**config.mk**
```make
export PLATFORM = sky130hd
export DESIGN_NAME = fixed_width_string_sorter_unit
export DESIGN_NICKNAME = d
export VERILOG_FILES = /design/src/rtl/core/fwss_pkg.sv /design/src/rtl/core/fwss_dp.sv /design/src/rtl/core/fwss_ctrl.sv /design/src/rtl/core/fixed_width_string_sorter_unit.sv
export VERILOG_INCLUDE_DIRS = /design/src /design/src/rtl/core
export SDC_FILE = /design/constraint.sdc
export NUM_CORES = 2
export LEC_CHECK = 0
export BUFFER_PORTS_ARGS = -buffer_cell sky130_fd_sc_hd__buf_2
export CAP_MARGIN = 20
export CORE_MARGIN = 2
export CORE_UTILIZATION = 56
export CTS_CLUSTER_DIAMETER = 150
export DETAILED_ROUTE_END_ITERATION = 12
export PLACE_DENSITY = 0.76
export SLEW_MARGIN = 20
export SYNTH_ARGS = -nofsm -noshare
export SYNTH_HDL_FRONTEND = slang
export SYNTH_SLANG_ARGS = --single-unit
```
**constraint.sdc**
```tcl
create_clock -name clk_i -period 13.98 [get_ports clk_i]
set_input_delay 3.495 -clock clk_i [delete_from_list [all_inputs] [get_ports clk_i]]
set_output_delay 3.495 -clock clk_i [all_outputs]
set_load 0.05 [all_outputs]
```
**src/rtl/core/fixed_width_string_sorter_unit_assert.svh**
```systemverilog
// assertion macros for the sorter rtl
`ifndef FIXED_WIDTH_STRING_SORTER_UNIT_ASSERT_SVH
`define FIXED_WIDTH_STRING_SORTER_UNIT_ASSERT_SVH

// same-cycle implication, sampled on clk_i, off while rst_ni is low
`define FWSS_ASSERT_IMPL(lbl, ante, cons, msg) \
  lbl: assert property (@(posedge clk_i) disable iff (!rst_ni) (ante) |-> (cons)) \
    else $error(msg);

// next-cycle implication
`define FWSS_ASSERT_NEXT(lbl, ante, cons, msg) \
  lbl: assert property (@(posedge clk_i) disable iff (!rst_ni) (ante) |=> (cons)) \
    else $error(msg);

`endif

```
**src/rtl/core/fwss_pkg.sv**
```systemverilog
package fwss_pkg;

  localparam int MAX_KEYS    = 16;
  localparam int KEY_BYTES   = 30;
  localparam int FIELD_BYTES = 30;
  localparam int KEY_W       = 8 * FIELD_BYTES;
  localparam int IDX_W       = $clog2(MAX_KEYS);
  localparam int CNT_W       = $clog2(MAX_KEYS + 1);
  localparam int S_DATA_W    = KEY_W;
  localparam int M_DATA_W    = ((KEY_W + CNT_W + 7) / 8) * 8;

  // byte 0 of the string sits in the top bits, so an unsigned compare is lexicographic
  typedef logic [KEY_W-1:0] key_t;

  typedef enum logic [2:0] {
    ST_LOAD,
    ST_RD_I,
    ST_CUR,
    ST_CMP,
    ST_EMIT
  } state_e;

  typedef enum logic [1:0] {
    RD_I,
    RD_J,
    RD_J_NEXT
  } rd_sel_e;

  typedef struct packed {
    logic    load_we;
    logic    drop_set;
    logic    run_clr;
    logic    i_clr;
    logic    i_inc;
    logic    j_set;
    logic    j_inc;
    rd_sel_e rd_sel;
    logic    cur_load;
    logic    cmp_step;
  } dp_cmd_t;

  typedef struct packed {
    logic full;
    logic j_ok;
    logic j_next_ok;
    logic i_last;
  } dp_stat_t;

  // truncate to KEY_BYTES-1 characters and clear everything after the terminator
  function automatic key_t clean_key(key_t raw);
    logic ended;
    key_t k;
    ended = 1'b0;
    k     = raw;
    for (int b = 0; b < FIELD_BYTES; b++) begin
      if (b >= KEY_BYTES - 1 || k[KEY_W-1-8*b -: 8] == 8'h00) begin
        ended = 1'b1;
      end
      if (ended) begin
        k[KEY_W-1-8*b -: 8] = 8'h00;
      end
    end
    return k;
  endfunction

endpackage

```
**src/rtl/core/fwss_dp.sv**
```systemverilog
module fwss_dp import fwss_pkg::*; (
  input  logic             clk_i,
  input  logic             rst_ni,
  input  dp_cmd_t          cmd_i,
  input  key_t             in_key_i,
  output dp_stat_t         stat_o,
  output key_t             cur_key_o,
  output logic [CNT_W-1:0] count_o,
  output logic             drop_o
);

  key_t             mem_q [MAX_KEYS];
  key_t             rd_q;
  key_t             cur_q;
  logic [CNT_W-1:0] count_q;
  logic [CNT_W-1:0] i_q;
  logic [CNT_W-1:0] j_q;
  logic             drop_q;
  logic [CNT_W:0]   j_next;
  logic [IDX_W-1:0] rd_addr;
  logic [IDX_W-1:0] wr_addr;
  logic             wr_en;
  key_t             wr_data;
  logic             swap;

  assign j_next = {1'b0, j_q} + (CNT_W+1)'(1);

  always_comb begin
    unique case (cmd_i.rd_sel)
      RD_I:      rd_addr = i_q[IDX_W-1:0];
      RD_J:      rd_addr = j_q[IDX_W-1:0];
      RD_J_NEXT: rd_addr = j_next[IDX_W-1:0];
      default:   rd_addr = j_q[IDX_W-1:0];
    endcase
  end

  // running minimum moves down, the larger key goes back into slot j
  assign swap    = cmd_i.cmp_step && (cur_q > rd_q);
  assign wr_en   = cmd_i.load_we || swap;
  assign wr_addr = cmd_i.load_we ? count_q[IDX_W-1:0] : j_q[IDX_W-1:0];
  assign wr_data = cmd_i.load_we ? clean_key(in_key_i) : cur_q;

  always_ff @(posedge clk_i) begin
    if (wr_en) begin
      mem_q[wr_addr] <= wr_data;
    end
    rd_q <= mem_q[rd_addr];
  end

  always_ff @(posedge clk_i) begin
    if (cmd_i.cur_load || swap) begin
      cur_q <= rd_q;
    end
  end

  always_ff @(posedge clk_i or negedge rst_ni) begin
    if (!rst_ni) begin
      count_q <= '0;
      drop_q  <= 1'b0;
      i_q     <= '0;
      j_q     <= '0;
    end else begin
      if (cmd_i.run_clr) begin
        count_q <= '0;
        drop_q  <= 1'b0;
      end else begin
        if (cmd_i.load_we) begin
          count_q <= count_q + CNT_W'(1);
        end
        if (cmd_i.drop_set) begin
          drop_q <= 1'b1;
        end
      end
      if (cmd_i.i_clr) begin
        i_q <= '0;
      end else if (cmd_i.i_inc) begin
        i_q <= i_q + CNT_W'(1);
      end
      if (cmd_i.j_set) begin
        j_q <= i_q + CNT_W'(1);
      end else if (cmd_i.j_inc) begin
        j_q <= j_q + CNT_W'(1);
      end
    end
  end

  assign stat_o.full      = (count_q == CNT_W'(MAX_KEYS));
  assign stat_o.j_ok      = (j_q < count_q);
  assign stat_o.j_next_ok = (j_next < {1'b0, count_q});
  assign stat_o.i_last    = (({1'b0, i_q} + (CNT_W+1)'(1)) == {1'b0, count_q});

  assign cur_key_o = cur_q;
  assign count_o   = count_q;
  assign drop_o    = drop_q;

endmodule

```
**src/rtl/core/fwss_ctrl.sv**
```systemverilog
module fwss_ctrl import fwss_pkg::*; (
  input  logic     clk_i,
  input  logic     rst_ni,
  input  logic     in_valid_i,
  input  logic     in_last_i,
  input  logic     out_ready_i,
  input  dp_stat_t stat_i,
  output logic     in_ready_o,
  output logic     out_valid_o,
  output dp_cmd_t  cmd_o
);

  state_e state_q;
  state_e state_d;

  always_ff @(posedge clk_i or negedge rst_ni) begin
    if (!rst_ni) begin
      state_q <= ST_LOAD;
    end else begin
      state_q <= state_d;
    end
  end

  always_comb begin
    state_d = state_q;
    unique case (state_q)
      ST_LOAD: begin
        if (in_valid_i && in_last_i) begin
          state_d = ST_RD_I;
        end
      end
      ST_RD_I: state_d = ST_CUR;
      ST_CUR:  state_d = stat_i.j_ok ? ST_CMP : ST_EMIT;
      ST_CMP:  state_d = stat_i.j_next_ok ? ST_CMP : ST_EMIT;
      ST_EMIT: begin
        if (out_ready_i) begin
          state_d = stat_i.i_last ? ST_LOAD : ST_RD_I;
        end
      end
      default: state_d = ST_LOAD;
    endcase
  end

  always_comb begin
    cmd_o        = '0;
    cmd_o.rd_sel = RD_J;
    in_ready_o   = 1'b0;
    out_valid_o  = 1'b0;
    unique case (state_q)
      ST_LOAD: begin
        in_ready_o = 1'b1;
        if (in_valid_i) begin
          cmd_o.load_we  = !stat_i.full;
          cmd_o.drop_set = stat_i.full;
          cmd_o.i_clr    = in_last_i;
        end
      end
      ST_RD_I: begin
        cmd_o.rd_sel = RD_I;
        cmd_o.j_set  = 1'b1;
      end
      ST_CUR: begin
        cmd_o.cur_load = 1'b1;
        cmd_o.rd_sel   = RD_J;
      end
      ST_CMP: begin
        cmd_o.cmp_step = 1'b1;
        cmd_o.j_inc    = 1'b1;
        cmd_o.rd_sel   = RD_J_NEXT;
      end
      ST_EMIT: begin
        out_valid_o = 1'b1;
        if (out_ready_i) begin
          cmd_o.i_inc   = 1'b1;
          cmd_o.run_clr = stat_i.i_last;
        end
      end
      default: begin
        cmd_o.rd_sel = RD_J;
      end
    endcase
  end

endmodule

```
**src/rtl/core/fixed_width_string_sorter_unit.sv**
```systemverilog
// sorts a run of up to MAX_KEYS zero-padded string keys into ascending byte order
// input stream: one key per word, tlast marks the final key of a run; keys beyond
// the store size are dropped and flagged. words are accepted one per cycle, only while loading.
// on the tlast word the sort starts: pass i holds the running minimum of slots
// i..n-1 in a register and compares it against one slot per cycle through the
// single read port of the key store, writing the larger key back
// each pass reads slot i, loads it as the running minimum, compares it with the
// later slots and then hands its minimum out as one output word
// output stream: one word per stored key, tlast on the final one, the run's key
// count in tdata and the overflow flag in tuser on every word
// when the receiver stalls, the sort waits with the word held on the port
// after the last output word the block takes the next run
// reset empties the run (count and overflow cleared), store contents are not cleared
`include "fixed_width_string_sorter_unit_assert.svh"

module fixed_width_string_sorter_unit import fwss_pkg::*; (
  input  logic                clk_i,
  input  logic                rst_ni,
  input  logic                s_axis_tvalid_i,
  output logic                s_axis_tready_o,
  // key_bytes_0_7, key_bytes_8_15, key_bytes_16_23, key_bytes_24_29
  input  logic [S_DATA_W-1:0] s_axis_tdata_i,
  input  logic                s_axis_tlast_i,
  output logic                m_axis_tvalid_o,
  input  logic                m_axis_tready_i,
  // sorted_bytes_0_7, sorted_bytes_8_15, sorted_bytes_16_23, sorted_bytes_24_29,
  // total_count, zero fill
  output logic [M_DATA_W-1:0] m_axis_tdata_o,
  // overflow
  output logic                m_axis_tuser_o,
  output logic                m_axis_tlast_o
);

  dp_cmd_t          cmd;
  dp_stat_t         stat;
  key_t             in_key;
  key_t             cur_key;
  logic [CNT_W-1:0] count;
  logic             drop;

  // byte 0 goes to the top of the compare word
  assign in_key = {s_axis_tdata_i[63:0], s_axis_tdata_i[127:64],
                   s_axis_tdata_i[191:128], s_axis_tdata_i[239:192]};

  fwss_ctrl u_ctrl (
    .clk_i       (clk_i),
    .rst_ni      (rst_ni),
    .in_valid_i  (s_axis_tvalid_i),
    .in_last_i   (s_axis_tlast_i),
    .out_ready_i (m_axis_tready_i),
    .stat_i      (stat),
    .in_ready_o  (s_axis_tready_o),
    .out_valid_o (m_axis_tvalid_o),
    .cmd_o       (cmd)
  );

  fwss_dp u_dp (
    .clk_i     (clk_i),
    .rst_ni    (rst_ni),
    .cmd_i     (cmd),
    .in_key_i  (in_key),
    .stat_o    (stat),
    .cur_key_o (cur_key),
    .count_o   (count),
    .drop_o    (drop)
  );

  assign m_axis_tdata_o = {(M_DATA_W-KEY_W-CNT_W)'(0), count,
                           cur_key[47:0], cur_key[111:48],
                           cur_key[175:112], cur_key[239:176]};
  assign m_axis_tuser_o = drop;
  assign m_axis_tlast_o = stat.i_last;

  `FWSS_ASSERT_IMPL(a_one_side, 1'b1, !(s_axis_tready_o && m_axis_tvalid_o), "load and emit overlap")
  `FWSS_ASSERT_IMPL(a_count_range, m_axis_tvalid_o, (count != '0) && (count <= CNT_W'(MAX_KEYS)), "bad key count on output")
  `FWSS_ASSERT_IMPL(a_ovf_full, m_axis_tvalid_o && drop, count == CNT_W'(MAX_KEYS), "overflow without full store")
  `FWSS_ASSERT_NEXT(a_run_done, m_axis_tvalid_o && m_axis_tready_i && m_axis_tlast_o, s_axis_tready_o && (count == '0) && !drop, "run not cleared after last word")

endmodule

```
==> out/metrics.yaml <==
synthesis:
  postSynth.topFlopCell: "edfxtp_1"
  ys_warn_count: 0
  synth-async-reset-ratio: 0.004379
  synthesis.area_per_instance_sq_um: 20.63
  post_synth_num_cell_types: 65
  synth.yosys.seq_area_share: 0.7604
  synthesis.area_sq_um: 168100
  post_synth_inst_count: 8145
  post_synth_edffs: 4080
  yosys_register_bits: 4339
critical_path:
  cp_common_cell: "a21boi_4"
  critical_path_required_ns: 14.60
  worst_r2r_path_depth: 12
  max_stage_delay_ns: 0.62
  critical_path.slowest_cell: "and4_1"
  cp-startpoint: "s_axis_tvalid_i"
  cp-endpoint: "u_dp.mem_q[9][13]$_DFFE_PP_"
  path_cells: "buf_2 > nor4b_4 > o31a_2 > nand3_4 > nor4_4 > buf_4 > and4_1 > a21boi_4 > a21boi_4 > a21boi_4 > a22o_1"
  critPathCaptureType: "flop"
  critPathArrivalTime_ns: 8.41
  worst_r2r_startpoint: "u_dp.cur_key_o[231]$_DFFE_PP_"
  critical_path.reg2reg.endpoint: "u_dp.mem_q[6][235]$_DFFE_PP_"
  timing.critical_path.fanout_max: 16
  crit_path_start_kind: "primary input"
  critPathKind: "in2reg"
  regToRegSetupSlack_ns: 6.73
global_route:
  grt_pass1_vias: 86560
  grt-ovfl-total: 0
  antenna_found_initial: 10
  globalRouteTotalUtil: 0.2670
  grt_pass1_wl_um: 589500
  grt_max_degree: 153
final_layout:
  finalNetCount: 9286
  multi_input_comb_area_sq_um: 37830
  final-seq-area_sq_um: 127800
  nFillCells: 19430
  layout.cells.non_filler: 13120
  layout.cell_area.non_filler_sq_um: 189400
  fin_util: 0.6330
  area.growth.synth_to_final_pct: 12.71
  fraction_of_layout_instances_using_a_drive_strength_above_1: 0.2475
pwr:
  leakage_nw: 62.81
  power-per-cell-area_nw_per_um2: 265.3
  power.ir.vdd_worst_mv: 0.2858
  total_power_mw: 50.26
routing:
  drt.antenna.violating_nets: 0
  drtPass1Iterations: 5
  route.detailed.vias_per_inst: 6.537
  final_wirelength_um: 410800
  detailedRoute.firstIterationViolations: 11290
  route.vias.total: 85760
  post-route-drc-count: 0
  wl_per_cell_um: 31.32
sta:
  grt_setup_unrepaired: "false"
  fmaxAchievable_mhz: 128.4
  final_hold_viol_count: 0
  max_slew_margin_vs_limit: 0.1470
  timing.final.max_slew_violations: 0
  timing_worst_slew_pin_value_ns: 1.270
  timing.clock.skew_ns: 0.09630
  post-route-min-period_ns: 7.787
  fin_ws_ns: 6.193
  min_period_over_period: 0.5570
  setup_viol: 0
placed_design:
  post-place-ws_ns: 5.486
  placedCellCount: 12320
  replace_congestion: 0.8416
  postPlaceCellArea_sq_um: 175500
  post-dp-hpwl_um: 218300
  port_bufs: 485
die:
  die-area_sq_um: 304500
  die_x_um: 551.8
  die-height_um: 551.8
  ioPinCount: 497
  initial_core_util: 0.5616
  fp-row-count: 201
  coreArea_sq_um: 299300
clock_network:
  cts_resized: 0
  cts_tree: "yes"
  postCtsSetupBuffers: 0
  ctsLongestPathBuffers: 4
  num_cts_buffers: 420
  cts-htree-levels: 5
  cts_hold_buffers: 0
  cts.root.buffer_cell: "clkbuf_16"
  clock-sinks: 4339
  clk_latency_ns: 1.00
  post_cts_clock_slew_at_the_launch_and_capture_registers_of_the_worst_setup_and_hold_paths_ns: 0.06
run_status:
  status: "completed"
flow_run:
  cap_viol_max_count: 0
hold_path:
  min_path_type: "reg2reg"
==> stage by stage <==
stage           TNS, ns  hold slack (ns)
2_1_floorplan  -5067.87           0.4082
3_3_place_gp          0           0.4143
3_5_place_dp          0           0.4132
4_1_cts               0           0.3880
5_1_grt               0           0.4098
6_report              0           0.3888
==> registers in the layout (all words and copies together) (netlist names) <==
signal          cells
u_dp.count_o        5
u_dp.cur_key_o    240
u_dp.drop_o         1
u_dp.j_q            5
u_dp.mem_q       3840
u_ctrl.state_q      3
u_dp.i_q            5
u_dp.rd_q         240
==> layout make-up <==
type | instances | area share
antenna | 2 | 0.00002642
clock buffer | 556 | 0.06029
clock inverter | 235 | 0.01284
inverter | 259 | 0.005132
multi-input combinational | 3133 | 0.1997
sequential | 4339 | 0.6746
tap | 3958 | 0.02614
timing repair buffer | 636 | 0.02127
==> critical path: cells and delay by family <==
family	cells	cell delay, ns
AOI/OAI and AO/OA	5	2.32
and+or+nand+nor	4	1.92
buffers and inverters	2	0.60
==> cells by family after synthesis <==
family | after synthesis | share of synthesized area
flops | 4339 | 0.7604
other cells | 1 | 0.00002231
buf+inv | 675 | 0.01607
compound gates | 951 | 0.03896
simple gates | 738 | 0.02366
mux | 1172 | 0.1413
fa+ha+maj | 252 | 0.01876
xor+xnor | 17 | 0.0008859
==> how the worst min path moves through the flow <==
stage                                       from                             to  depth (start not counted)
after floorplan           u_dp.rd_q[100]$_DFF_P_  u_dp.cur_key_o[100]$_DFFE_PP_                          0
after global placement    u_dp.rd_q[111]$_DFF_P_  u_dp.cur_key_o[111]$_DFFE_PP_                          0
after detailed placement   u_dp.rd_q[46]$_DFF_P_   u_dp.cur_key_o[46]$_DFFE_PP_                          0
after CTS                 u_dp.rd_q[198]$_DFF_P_  u_dp.cur_key_o[198]$_DFFE_PP_                          0
after global routing      u_dp.rd_q[198]$_DFF_P_  u_dp.cur_key_o[198]$_DFFE_PP_                          0
final                     u_dp.rd_q[198]$_DFF_P_  u_dp.cur_key_o[198]$_DFFE_PP_                          0
==> power breakdown <==
group,switching (mW),internal [mW]
logic,12.1,7.34
clock network,4.89,6.39
registers,1.06,18.5
==> cell usage in the layout (no fill, tap or decap), types with 16 or more instances in the layout <==
master / n
a31oi_1: 35
o21ai_0: 54
bufinv_16: 32
a21oi_1: 299
dfxtp_1: 240
nor4_1: 60
clkinv_2: 90
dfrtp_1: 19
buf_12: 36
a21o_1: 25
nor2b_1: 246
clkinv_1: 62
nand3_1: 32
inv_1: 259
clkbuf_16: 421
clkbuf_8: 38
clkbuf_1: 97
edfxtp_1: 4080
a211oi_1: 255
mux2i_1: 212
nor2_4: 16
nand4_1: 50
mux4_2: 960
nand2_1: 196
nor3_1: 19
buf_2: 486
ha_1: 252
nor2_1: 51
a22o_1: 209
buf_4: 113
==> routing by layer <==
layer | wire, um | GRT usage | vias up
met5 | 27 | 0 | -
met4 | 14480 | 0.09155 | 4
met3 | 43550 | 0.05137 | 724
met2 | 197600 | 0.4262 | 4984
met1 | 155200 | 0.3739 | 45060
li1 | - | - | 34980
==> cell usage after synthesis (19+ instances only) <==
| cell type | instances | area [sq um] |
|---|---|---|
| nand3_1 | 32 | 160.2 |
| buf_1 | 28 | 105.1 |
| inv_1 | 259 | 972.2 |
| mux2i_1 | 212 | 2122 |
| nor2_1 | 67 | 251.5 |
| nand2_1 | 196 | 735.7 |
| a31oi_1 | 35 | 219.0 |
| a21oi_1 | 301 | 1506 |
| a22o_1 | 209 | 1831 |
| dfrtp_1 | 19 | 475.5 |
| nor3_1 | 19 | 95.09 |
| clkbuf_1 | 270 | 1013 |
| edfxtp_1 | 4080 | 122500 |
| ha_1 | 252 | 3153 |
| dfxtp_1 | 240 | 4805 |
| a211oi_1 | 255 | 1914 |
| nand4_1 | 50 | 312.8 |
| buf_2 | 112 | 560.5 |
| a21o_1 | 26 | 195.2 |
| o21ai_0 | 57 | 285.3 |
| mux4_2 | 960 | 21620 |
| nor2b_1 | 247 | 1545 |
| nor4_1 | 66 | 412.9 |
Note: power is estimated with default switching activity, not from simulation.
